## config.mk

```make
export PLATFORM = sky130hd
export DESIGN_NAME = ping_search_power_ramp
export DESIGN_NICKNAME = d
export VERILOG_FILES = /design/src/rtl/core/psp_pkg.sv /design/src/rtl/core/ping_search_power_ramp.sv
export VERILOG_INCLUDE_DIRS = /design/src /design/src/rtl/core
export SDC_FILE = /design/constraint.sdc
export NUM_CORES = 1
export LEC_CHECK = 0
export BUFFER_PORTS_ARGS = -buffer_cell sky130_fd_sc_hd__buf_2
export CORE_MARGIN = 5
export CORE_UTILIZATION = 55
export CTS_BUF_LIST = sky130_fd_sc_hd__clkbuf_2
export DETAILED_ROUTE_END_ITERATION = 12
export PLACE_DENSITY_LB_ADDON = 0.3
export SETUP_SLACK_MARGIN = 0.15
export SYNTH_ARGS = -nofsm -noshare
export SYNTH_HDL_FRONTEND = slang
export SYNTH_SLANG_ARGS = --single-unit
```

## constraint.sdc

```tcl
create_clock -name i_clk -period 6.6 [get_ports i_clk]
set_input_delay 1.32 -clock i_clk [delete_from_list [all_inputs] [get_ports i_clk]]
set_output_delay 1.32 -clock i_clk [all_outputs]
set_load 0.05 [all_outputs]
```

## src/rtl/core/assert_macros.svh

```systemverilog
// Assertion macros used by the RTL of the search sequencer.
`ifndef ASSERT_MACROS_SVH
`define ASSERT_MACROS_SVH

// check prop at every clock edge outside reset
`define ASSERT_CLK(label, prop, msg) \
    label: assert property (@(posedge i_clk) disable iff (!i_rst_n) prop) else $error(msg);

// check prop at every clock edge, reset included
`define ASSERT_ALWAYS(label, prop, msg) \
    label: assert property (@(posedge i_clk) prop) else $error(msg);

`endif

```

## src/rtl/core/psp_pkg.sv

```systemverilog
// Types and codes of the ping search power ramp sequencer.
package psp_pkg;

    localparam int KIND_W   = 2;
    localparam int ADDR_W   = 8;
    localparam int PWR_W    = 4;
    localparam int RSSI_W   = 9;
    localparam int WAIT_W   = 16;
    localparam int CFG_IDX_W = 3;
    localparam int CFG_DAT_W = 16;
    localparam int S_DATA_W = 24;
    localparam int M_DATA_W = 24;
    localparam int ACT_W    = 2;

    localparam logic [KIND_W-1:0] KIND_START = 2'd0;
    localparam logic [KIND_W-1:0] KIND_TICK  = 2'd1;
    localparam logic [KIND_W-1:0] KIND_REPLY = 2'd2;
    localparam logic [KIND_W-1:0] KIND_TXEND = 2'd3;

    localparam logic [ACT_W-1:0] ACT_PING = 2'd0;
    localparam logic [ACT_W-1:0] ACT_DONE = 2'd1;
    localparam logic [ACT_W-1:0] ACT_RX   = 2'd2;
    localparam logic [ACT_W-1:0] ACT_IDLE = 2'd3;

    localparam logic [CFG_IDX_W-1:0] REG_OWN_ADDR  = 3'd0;
    localparam logic [CFG_IDX_W-1:0] REG_LOW_PWR   = 3'd1;
    localparam logic [CFG_IDX_W-1:0] REG_HIGH_PWR  = 3'd2;
    localparam logic [CFG_IDX_W-1:0] REG_WAIT      = 3'd3;
    localparam logic [CFG_IDX_W-1:0] REG_DESIRED   = 3'd4;

    localparam logic [PWR_W-1:0]  PWR_MAX = 4'd15;
    localparam logic [WAIT_W-1:0] WAIT_MAX = 16'hFFFF;

    typedef struct packed {
        logic [ACT_W-1:0]  action;
        logic [ADDR_W-1:0] to_address;
        logic [ADDR_W-1:0] from_address;
        logic [PWR_W-1:0]  power_level;
        logic              found;
        logic              last;
    } t_result;

endpackage

```

## src/rtl/core/ping_search_power_ramp.sv

```systemverilog
// Search sequencer top level: request decode, search state and result queue.
//
//  channel   dir  handshake                 payload
//  s_axis    in   tvalid/tready             tuser kind, tdata target/level/rssi
//  m_axis    out  tvalid/tready             tuser action, tdata result, tlast
//  cfg       in   i_cfg_wr_en               i_cfg_index, i_cfg_data
//
//  One request per cycle while the queue has room; its results enter a four-entry
//  queue at the same edge and are presented from the queue head. A request is taken
//  while at least two entries are free; a request that queues two results leaves one
//  extra entry behind, which costs an input stall at full output rate.
//  Reset (synchronous, low) clears the search state and the queue and loads the
//  register defaults. A stalled output fills the queue and holds off requests.
`include "assert_macros.svh"

module ping_search_power_ramp (
    input  logic                            i_clk,
    input  logic                            i_rst_n,
    input  logic                            i_cfg_wr_en,
    input  logic [psp_pkg::CFG_IDX_W-1:0]   i_cfg_index,
    input  logic [psp_pkg::CFG_DAT_W-1:0]   i_cfg_data,
    input  logic                            i_s_axis_tvalid,
    output logic                            o_s_axis_tready,
    // [7:0] target_address, [11:8] reply_power_level, [20:12] rssi, [23:21] zero
    input  logic [psp_pkg::S_DATA_W-1:0]    i_s_axis_tdata,
    // [1:0] kind
    input  logic [psp_pkg::KIND_W-1:0]      i_s_axis_tuser,
    output logic                            o_m_axis_tvalid,
    input  logic                            i_m_axis_tready,
    // [7:0] to_address, [15:8] from_address, [19:16] power_level, [20] found,
    // [23:21] zero
    output logic [psp_pkg::M_DATA_W-1:0]    o_m_axis_tdata,
    // [1:0] action
    output logic [psp_pkg::ACT_W-1:0]       o_m_axis_tuser,
    output logic                            o_m_axis_tlast
);
    import psp_pkg::*;

    localparam int QDEPTH = 4;
    localparam int QPTR_W = 2;
    localparam int QCNT_W = 3;

    logic [ADDR_W-1:0]        r_own_addr;
    logic [PWR_W-1:0]         r_low_pwr;
    logic [PWR_W-1:0]         r_high_pwr;
    logic [WAIT_W-1:0]        r_wait_lim;
    logic signed [RSSI_W-1:0] r_desired;

    logic              r_searching, n_searching;
    logic              r_awaiting, n_awaiting;
    logic [ADDR_W-1:0] r_node, n_node;
    logic [PWR_W-1:0]  r_power, n_power;
    logic              r_online, n_online;
    logic [WAIT_W-1:0] r_wait, n_wait;

    t_result            r_mem [QDEPTH];
    logic [QPTR_W-1:0]  r_wr_ptr, r_rd_ptr;
    logic [QCNT_W-1:0]  r_count;

    logic               w_in_acc, w_out_acc;
    logic [1:0]         w_push_cnt;
    t_result            w_res0, w_res1, w_head;
    logic [KIND_W-1:0]  w_kind;
    logic [ADDR_W-1:0]  w_target;
    logic [PWR_W-1:0]   w_rlevel;
    logic signed [RSSI_W-1:0] w_rssi;
    logic signed [RSSI_W:0]   w_diff;
    logic signed [RSSI_W:0]   w_diff_adj;
    logic signed [RSSI_W+1:0] w_np;
    logic [WAIT_W-1:0]        w_wait_inc;
    logic                     w_head_split;

    assign w_kind   = i_s_axis_tuser;
    assign w_target = i_s_axis_tdata[7:0];
    assign w_rlevel = i_s_axis_tdata[11:8];
    assign w_rssi   = i_s_axis_tdata[20:12];

    assign o_s_axis_tready = (r_count <= QCNT_W'(QDEPTH - 2));
    assign w_in_acc  = i_s_axis_tvalid && o_s_axis_tready;
    assign o_m_axis_tvalid = (r_count != '0);
    assign w_out_acc = o_m_axis_tvalid && i_m_axis_tready;

    // truncate toward zero on the divide by four
    assign w_diff     = (RSSI_W+1)'(r_desired) - (RSSI_W+1)'(w_rssi);
    assign w_diff_adj = w_diff[RSSI_W] ? (w_diff + (RSSI_W+1)'(3)) : w_diff;
    assign w_np       = (RSSI_W+2)'(w_diff_adj >>> 2) + $signed({7'd0, w_rlevel});
    assign w_wait_inc = (r_wait == WAIT_MAX) ? r_wait : r_wait + WAIT_W'(1);

    always_comb begin
        n_searching = r_searching;
        n_awaiting  = r_awaiting;
        n_node      = r_node;
        n_power     = r_power;
        n_online    = r_online;
        n_wait      = r_wait;
        w_push_cnt  = 2'd0;
        w_res0      = '0;
        w_res1      = '0;
        if (w_in_acc) begin
            unique case (w_kind)
                KIND_START: begin
                    n_node      = w_target;
                    n_power     = r_low_pwr;
                    n_online    = 1'b0;
                    n_searching = 1'b1;
                    n_awaiting  = 1'b0;
                    n_wait      = '0;
                end
                KIND_TICK: begin
                    if (r_searching) begin
                        priority if (!r_awaiting) begin
                            w_res0     = '{ACT_PING, r_node, r_own_addr, r_power, 1'b0, 1'b1};
                            w_push_cnt = 2'd1;
                            n_awaiting = 1'b1;
                            n_wait     = '0;
                        end else if (r_online) begin
                            w_res0      = '{ACT_DONE, r_node, '0, r_power, 1'b1, 1'b1};
                            w_push_cnt  = 2'd1;
                            n_searching = 1'b0;
                        end else begin
                            n_wait = w_wait_inc;
                            if (w_wait_inc >= r_wait_lim) begin
                                if (r_power >= r_high_pwr || r_power == PWR_MAX) begin
                                    w_res0      = '{ACT_IDLE, '0, '0, '0, 1'b0, 1'b0};
                                    w_res1      = '{ACT_DONE, r_node, '0, r_power, 1'b0, 1'b1};
                                    w_push_cnt  = 2'd2;
                                    n_searching = 1'b0;
                                end else begin
                                    w_res0     = '{ACT_IDLE, '0, '0, '0, 1'b0, 1'b1};
                                    w_push_cnt = 2'd1;
                                    n_power    = r_power + PWR_W'(1);
                                    n_awaiting = 1'b0;
                                end
                            end
                        end
                    end
                end
                KIND_REPLY: begin
                    priority if (w_np > $signed({7'd0, r_high_pwr})) begin
                        n_power = r_high_pwr;
                    end else if (w_np < $signed({7'd0, r_low_pwr})) begin
                        n_power = r_low_pwr;
                    end else begin
                        n_power = w_np[PWR_W-1:0];
                    end
                    n_online = 1'b1;
                end
                KIND_TXEND: begin
                    w_res0     = '{ACT_RX, '0, '0, '0, 1'b0, 1'b1};
                    w_push_cnt = 2'd1;
                end
                default: ;
            endcase
        end
    end

    always_ff @(posedge i_clk) begin
        if (!i_rst_n) begin
            r_own_addr  <= '0;
            r_low_pwr   <= '0;
            r_high_pwr  <= 4'd7;
            r_wait_lim  <= 16'd100;
            r_desired   <= -9'sd70;
            r_searching <= 1'b0;
            r_awaiting  <= 1'b0;
            r_node      <= '0;
            r_power     <= '0;
            r_online    <= 1'b0;
            r_wait      <= '0;
            r_wr_ptr    <= '0;
            r_rd_ptr    <= '0;
            r_count     <= '0;
        end else begin
            if (i_cfg_wr_en) begin
                unique case (i_cfg_index)
                    REG_OWN_ADDR: r_own_addr <= i_cfg_data[ADDR_W-1:0];
                    REG_LOW_PWR:  r_low_pwr  <= i_cfg_data[PWR_W-1:0];
                    REG_HIGH_PWR: r_high_pwr <= i_cfg_data[PWR_W-1:0];
                    REG_WAIT:     r_wait_lim <= i_cfg_data[WAIT_W-1:0];
                    REG_DESIRED:  r_desired  <= i_cfg_data[RSSI_W-1:0];
                    default: ;
                endcase
            end
            r_searching <= n_searching;
            r_awaiting  <= n_awaiting;
            r_node      <= n_node;
            r_power     <= n_power;
            r_online    <= n_online;
            r_wait      <= n_wait;
            r_wr_ptr    <= r_wr_ptr + QPTR_W'(w_push_cnt);
            r_rd_ptr    <= r_rd_ptr + QPTR_W'(w_out_acc);
            r_count     <= r_count + QCNT_W'(w_push_cnt) - QCNT_W'(w_out_acc);
        end
    end

    always_ff @(posedge i_clk) begin
        if (w_push_cnt != 2'd0) begin
            r_mem[r_wr_ptr] <= w_res0;
        end
        if (w_push_cnt == 2'd2) begin
            r_mem[r_wr_ptr + QPTR_W'(1)] <= w_res1;
        end
    end

    assign w_head         = r_mem[r_rd_ptr];
    assign o_m_axis_tuser = w_head.action;
    assign o_m_axis_tlast = w_head.last;
    assign o_m_axis_tdata = {3'd0, w_head.found, w_head.power_level,
                             w_head.from_address, w_head.to_address};

    assign w_head_split = o_m_axis_tvalid && (o_m_axis_tuser == ACT_IDLE) && !o_m_axis_tlast;

    `ASSERT_ALWAYS(a_count_bound, !i_rst_n || r_count <= QCNT_W'(QDEPTH), "queue overflow")
    `ASSERT_CLK(a_idle_pair, w_head_split |-> (r_count >= QCNT_W'(2)), "idle without done")
    `ASSERT_CLK(a_fell_done, $fell(r_searching) |-> $past(w_push_cnt) != 2'd0, "no done result")

endmodule
```

==> results of run 1 <==
==> path summary, 6_finish.rpt <==
check	start	to	slack, ns	cells after the start
max	r_wait[3]	r_mem[1][18]	1.08	19
min	r_own_addr[7]	r_own_addr[7]	0.47	2
min reg2reg	r_own_addr[7]	r_own_addr[7]	0.47	2
max reg2reg	r_wait[3]	r_mem[1][18]	1.08	19
==> metrics by stage <==
stage | worst slack, ns | utilization, % | total power, mW | hold WS (ns)
6_report | 1.08 | 60.1 | 2.45 | 0.469
5_1_grt | 0.623 | 60.1 | 2.59 | 0.497
4_1_cts | 1.14 | 60.1 | 2.47 | 0.471
3_5_place_dp | 1.00 | 58.8 | 1.92 | 0.443
3_3_place_gp | 1.05 | 58.8 | 1.91 | 0.440
2_1_floorplan | 1.53 | - | 1.77 | 0.432
==> power breakdown <==
| group | switching, mW | internal [mW] | leakage, nW | total (mW) |
|---|---|---|---|---|
| registers | 0.0663 | 1.14 | 1.49 | 1.21 |
| logic | 0.425 | 0.268 | 2.94 | 0.692 |
| clock network | 0.425 | 0.123 | 0.143 | 0.548 |
==> layout make-up <==
type | count | area (sq um) | area share, %
well taps | 225 | 282 | 2.72
flip-flops and latches | 175 | 4070 | 39.2
clock buffers | 17 | 85.1 | 0.821
inverters | 49 | 184 | 1.77
repair buffers | 83 | 443 | 4.27
clock inverters | 15 | 141 | 1.36
diodes | 1 | 2.50 | 0.0241
multi-input cells | 749 | 5160 | 49.8
==> layout by cell type (no fill, tap or decap), drive strengths merged, types with 15 or more instances in the layout <==
cell,n
o211ai,16
nor2b,15
mux4,24
edfxtp,56
ha,52
a21o,15
xnor2,15
a21oi,76
nor2,104
and3,22
o21ai,29
mux2i,48
inv,58
buf,83
clkbuf,17
nand2,119
dfxtp,119
nand3,34
and2,58
==> worst max-delay path, stage by stage, from the launching register on <==
cell and delay, ns:
dfxtp_1 0.51, nand3_1 0.13, nor2_1 0.19, and4_1 0.27, nand2_1 0.12, or3_1 0.52, and2_1 0.29, and3_1 0.24
xor2_1 0.16, ha_1 0.30, o211ai_1 0.11, nor2_1 0.15, nand2_1 0.07, o21ai_1 0.31, nand2_1 0.22, or4_1 0.59
o21ai_1 0.15, buf_4 0.19, nor2b_1 0.65, and2_1 0.22
==> layer usage <==
| layer | track usage (%) | vias to the layer above | routed length (microns) | share of wire [%] |
|---|---|---|---|---|
| li1 | - | 3723 | - | - |
| met1 | 29.7 | 3535 | 9660 | 45 |
| met2 | 36.4 | 198 | 10500 | 49 |
| met3 | 3.73 | 22 | 1140 | 5.3 |
| met4 | 5.66 | 0 | 292 | 1.4 |
| met5 | 0 | - | 0 | 0 |
==> state kept, by name, summed over array words and instances, names as in the netlist, 8 cells and up <==
name        flops
r_desired       9
r_mem          96
r_node          8
r_own_addr      8
r_wait         16
r_wait_lim     16
==> logic make-up after synthesis <==
family                   after synthesis  share of synthesized area, %
multiplexers                          73                          10.7
XOR/XNOR                              25                          2.28
other                                  1                        0.0391
AND/OR/NAND/NOR                      401                          20.0
buffers and inverters                 96                          4.03
flip-flops                           175                          42.3
adder cells (fa/ha/maj)               56                          7.50
AO/OA/AOI/OAI                        191                          13.1
==> impl_metrics.tcl, run 1 <==
set metrics [dict create \
    cts_tree "done" \
    place_hpwl_mm 15.4 \
    synth-seq-area-share_pct 42.3 \
    tightest_slew_ns 1.10 \
    cts_sinks 175 \
    fin_worst_skew_ns 0.0579 \
    numPortBuffers 72 \
    antenna_found_initial 1 \
    nets 1180 \
    drc 0 \
    drv_slew 0 \
    syn_inst 1018 \
    rows 48 \
    worstSetupEndpointType "flop" \
    period_share_pct 83.6 \
    critPathKind "flop to flop" \
    p_leak_nw 4.57 \
    power.density_nw_per_um2 236 \
    vias 7478 \
    fin_setup_tns_ns 0 \
    grt_start_max_net_pins 49 \
    drt_wl_total_mm 21.6 \
    synthFlopType "dfxtp_1" \
    fill_cells 1494 \
    ys_ff_latch 175 \
    fmax_mhz 181 \
    cts_buffers 17 \
    hold_path.class "flop to flop" \
    die_h_microns 142 \
    wl_per_cell_microns 16.4 \
    netlist_area_sq_um 9600 \
    postCtsSetupBuffers 0 \
    via_per_inst 5.69 \
    outcome "completed" \
    first_pass_iters 5 \
    vdd_drop_max_mv 0.140 \
    core_sq_um 17200 \
    worstPathRequired_ns 7.26 \
    cts_root_buf "clkbuf_2" \
    synth_edf_count 56 \
    die_x_microns 142 \
    fin_cells 1314 \
    grt_pass1_vias 7111 \
    grtUsageTotal_pct 21.8 \
    clock_latency_ns 0.80 \
    relSlewSlack_pct 26.6 \
    yosysTopAreaCellShare_pct 24.8 \
    critPathArrivalTime_ns 6.18 \
    ys_types 69 \
    areaGrowthSynthToFinish_pct 7.91 \
    drive_gt1_share_pct 13.8 \
    hold_violations 0 \
    placedCellCount 1281 \
    rsz0062_at_grt "false" \
    first_iter_violations 481 \
    syn_avg_cell_area_sq_um 9.43 \
    startpoint_type "flop" \
    placedInstanceArea_sq_um 10100 \
    ctsLongestPathBuffers 2 \
    synth_top_area_cell "dfxtp_1" \
    cp_max_fo 13 \
    async_flop_share_pct 0 \
    synth.top_cells.by_area "dfxtp_1, edfxtp_1, ha_1" \
    yosys_warnings 0 \
    period_minus_slack_ns 5.52 \
    setup_viol 0 \
    io_pins 79 \
    synth_common_cells "dfxtp_1, nand2_1, nor2_1" \
    cts_hold_buf 0 \
    cap_violations 0 \
    grt_pass1_wl_mm 35.5 \
    initial_core_util_pct 55.7 \
    gr-total-overflow 0 \
    cts_resized 0 \
    die_area_sq_um 20200 \
    final_area_sq_um 10400 \
    drtAntennaViolNets 0 \
    htreeDepth 4 \
    path_clk_slew_ns 0.26 \
    gp_congestion 0.873 \
]
Note: power is estimated with default switching activity, not from simulation.
==> run 2: changes to the inputs <==
- clock period: 6.6 -> 5.45 ns (I/O delays scaled with it)
==> run 2 against run 1 <==
  * First-iteration DRC count is 5.0% higher
  * Clock power is 37% higher
  * Maximum frequency is 11% higher
  * Via count is 0.41% higher
  * Routed wire length is 1.3% higher
  * Worst setup slack worse by 0.61 ns
  * Combinational power is 23% higher
  * Clock-buffer cell count stayed put
  * Cell count is 1.1% higher
  * Sequential share of layout area is 0.56 points lower
  * Core utilization is 0.89 points higher
  * Critical path type unchanged
==> impl_metrics.tcl, run 2 (synthesis results as in run 1) <==
set metrics [dict create \
    core_sq_um 17200 \
    pre_cts_slack_ns 0.0960 \
    worstPathRequired_ns 6.12 \
    cts_resized 0 \
    cts_root_buf "clkbuf_2" \
    drtAntennaViolNets 0 \
    period_minus_slack_ns 4.98 \
    top_regs "r_mem (96), r_wait (16), r_wait_lim (16)" \
    cts_buffers 17 \
    power.density_nw_per_um2 291 \
    vdd_drop_max_mv 0.174 \
    numPortBuffers 72 \
    critPathArrivalTime_ns 5.65 \
    initial_core_util_pct 55.7 \
    clock_latency_ns 0.78 \
    vias 7509 \
    grt_pass1_vias 7205 \
    drv_slew 0 \
    cap_violations 0 \
    final_cell_mix "nand2_1, dfxtp_1, nor2_1" \
    antenna_found_initial 1 \
    die_area_sq_um 20200 \
    fin_setup_tns_ns 0 \
    largest_register_ffs 96 \
    gr-total-overflow 0 \
    cts_tree "done" \
    die_x_microns 142 \
    fmax_mhz 201 \
    drive_gt1_share_pct 15.0 \
    ctsLongestPathBuffers 2 \
    p_leak_nw 4.67 \
    postCtsSetupBuffers 0 \
    first_iter_violations 505 \
    critPathKind "flop to flop" \
    period_share_pct 91.4 \
    via_per_inst 5.65 \
    holdWs_ns 0.471 \
    hold_path.class "flop to flop" \
    cp_max_fo 7 \
    cts_hold_buf 0 \
    startpoint_type "flop" \
    relSlewSlack_pct 32.0 \
    drc 0 \
    cts_sinks 175 \
    outcome "completed" \
    htreeDepth 4 \
    tightest_slew_ns 1.02 \
    io_pins 79 \
    final_common_cell "nand2_1" \
    setup_viol 0 \
    final_area_sq_um 10500 \
    fill_cells 1483 \
    wl_per_cell_microns 16.5 \
    gp_congestion 0.907 \
    die_h_microns 142 \
    place_hpwl_mm 15.6 \
    nets 1194 \
    areaGrowthSynthToFinish_pct 9.50 \
    worstSetupEndpointType "flop" \
    grt_start_max_net_pins 40 \
    hold_violations 0 \
    rows 48 \
    grt_pass1_wl_mm 35.4 \
    setup_ws_ns 0.468 \
    rsz0062_at_grt "false" \
    drt_wl_total_mm 21.9 \
    first_pass_iters 7 \
    top_register "r_mem" \
    grtUsageTotal_pct 21.8 \
    fin_worst_skew_ns 0.0431 \
    path_clk_slew_ns 0.29 \
    placedInstanceArea_sq_um 10200 \
]
-- run 2: cell count changes in the layout (fill, tap and decap cells not counted), moves of 2 or more --
cell,previous run,this run
buf_4,11,25
inv_6,4,2
clkinv_4,4,2
bufinv_16,0,2
-- run 2: metal layers --
layer | share of wire, % | up-vias | GRT usage (%)
li1 | - | 3746 | -
met1 | 44 | 3520 | 29.2
met2 | 49 | 223 | 36.4
met3 | 6.1 | 20 | 4.57
met4 | 1.2 | 0 | 5.25
met5 | 0 | - | 0
-- run 2: path summary, 6_finish.rpt --
check	from	end	slack (ns)	depth (start not counted)
setup / recovery	r_wait[4]	r_count[2]	0.47	20
setup reg to reg	r_wait[4]	r_count[2]	0.47	20
hold / removal	r_own_addr[4]	r_own_addr[4]	0.47	2
hold reg to reg	r_own_addr[4]	r_own_addr[4]	0.47	2
-- run 2: metrics by stage --
step / util [%] / total power [mW] / cells
floorplan: - / 2.14 / 1020
global placement: 59.4 / 2.32 / 1295
detailed placement: 59.4 / 2.34 / 1295
CTS: 61.0 / 3.08 / 1327
global route: 61.0 / 3.21 / 1328
finish: 61.0 / 3.06 / 1328
-- run 2: where the power goes --
group / switching [mW] / internal [mW] / total, mW / leakage, nW
registers: 0.0778 / 1.38 / 1.46 / 1.49
clock network: 0.514 / 0.237 / 0.751 / 0.165
logic: 0.517 / 0.331 / 0.849 / 3.01
-- run 2: area by class of cell --
| class | instances | area (sq um) | share of cell area [%] |
|---|---|---|---|
| repair buffers | 97 | 548 | 5.21 |
| clock buffers | 17 | 85.1 | 0.809 |
| diodes | 1 | 2.50 | 0.0238 |
| inverters | 49 | 184 | 1.75 |
| flip-flops and latches | 175 | 4070 | 38.7 |
| well taps | 225 | 282 | 2.68 |
| clock inverters | 15 | 188 | 1.78 |
| multi-input cells | 749 | 5160 | 49.1 |
-- run 2: critical path: stages (launching register included) --
cell      delay, ns
dfxtp_1        0.48
nand3_1        0.12
nor2_1         0.19
and4_1         0.28
nand2_1        0.12
or3_1          0.43
and2_1         0.25
and3_1         0.25
xor2_1         0.16
ha_1           0.30
o211ai_1       0.10
nor2_1         0.14
nand2_1        0.08
o21ai_1        0.28
nand2_1        0.22
or3_1          0.46
ha_1           0.30
inv_1          0.05
fa_1           0.42
xnor2_1        0.16
nor2_1         0.07
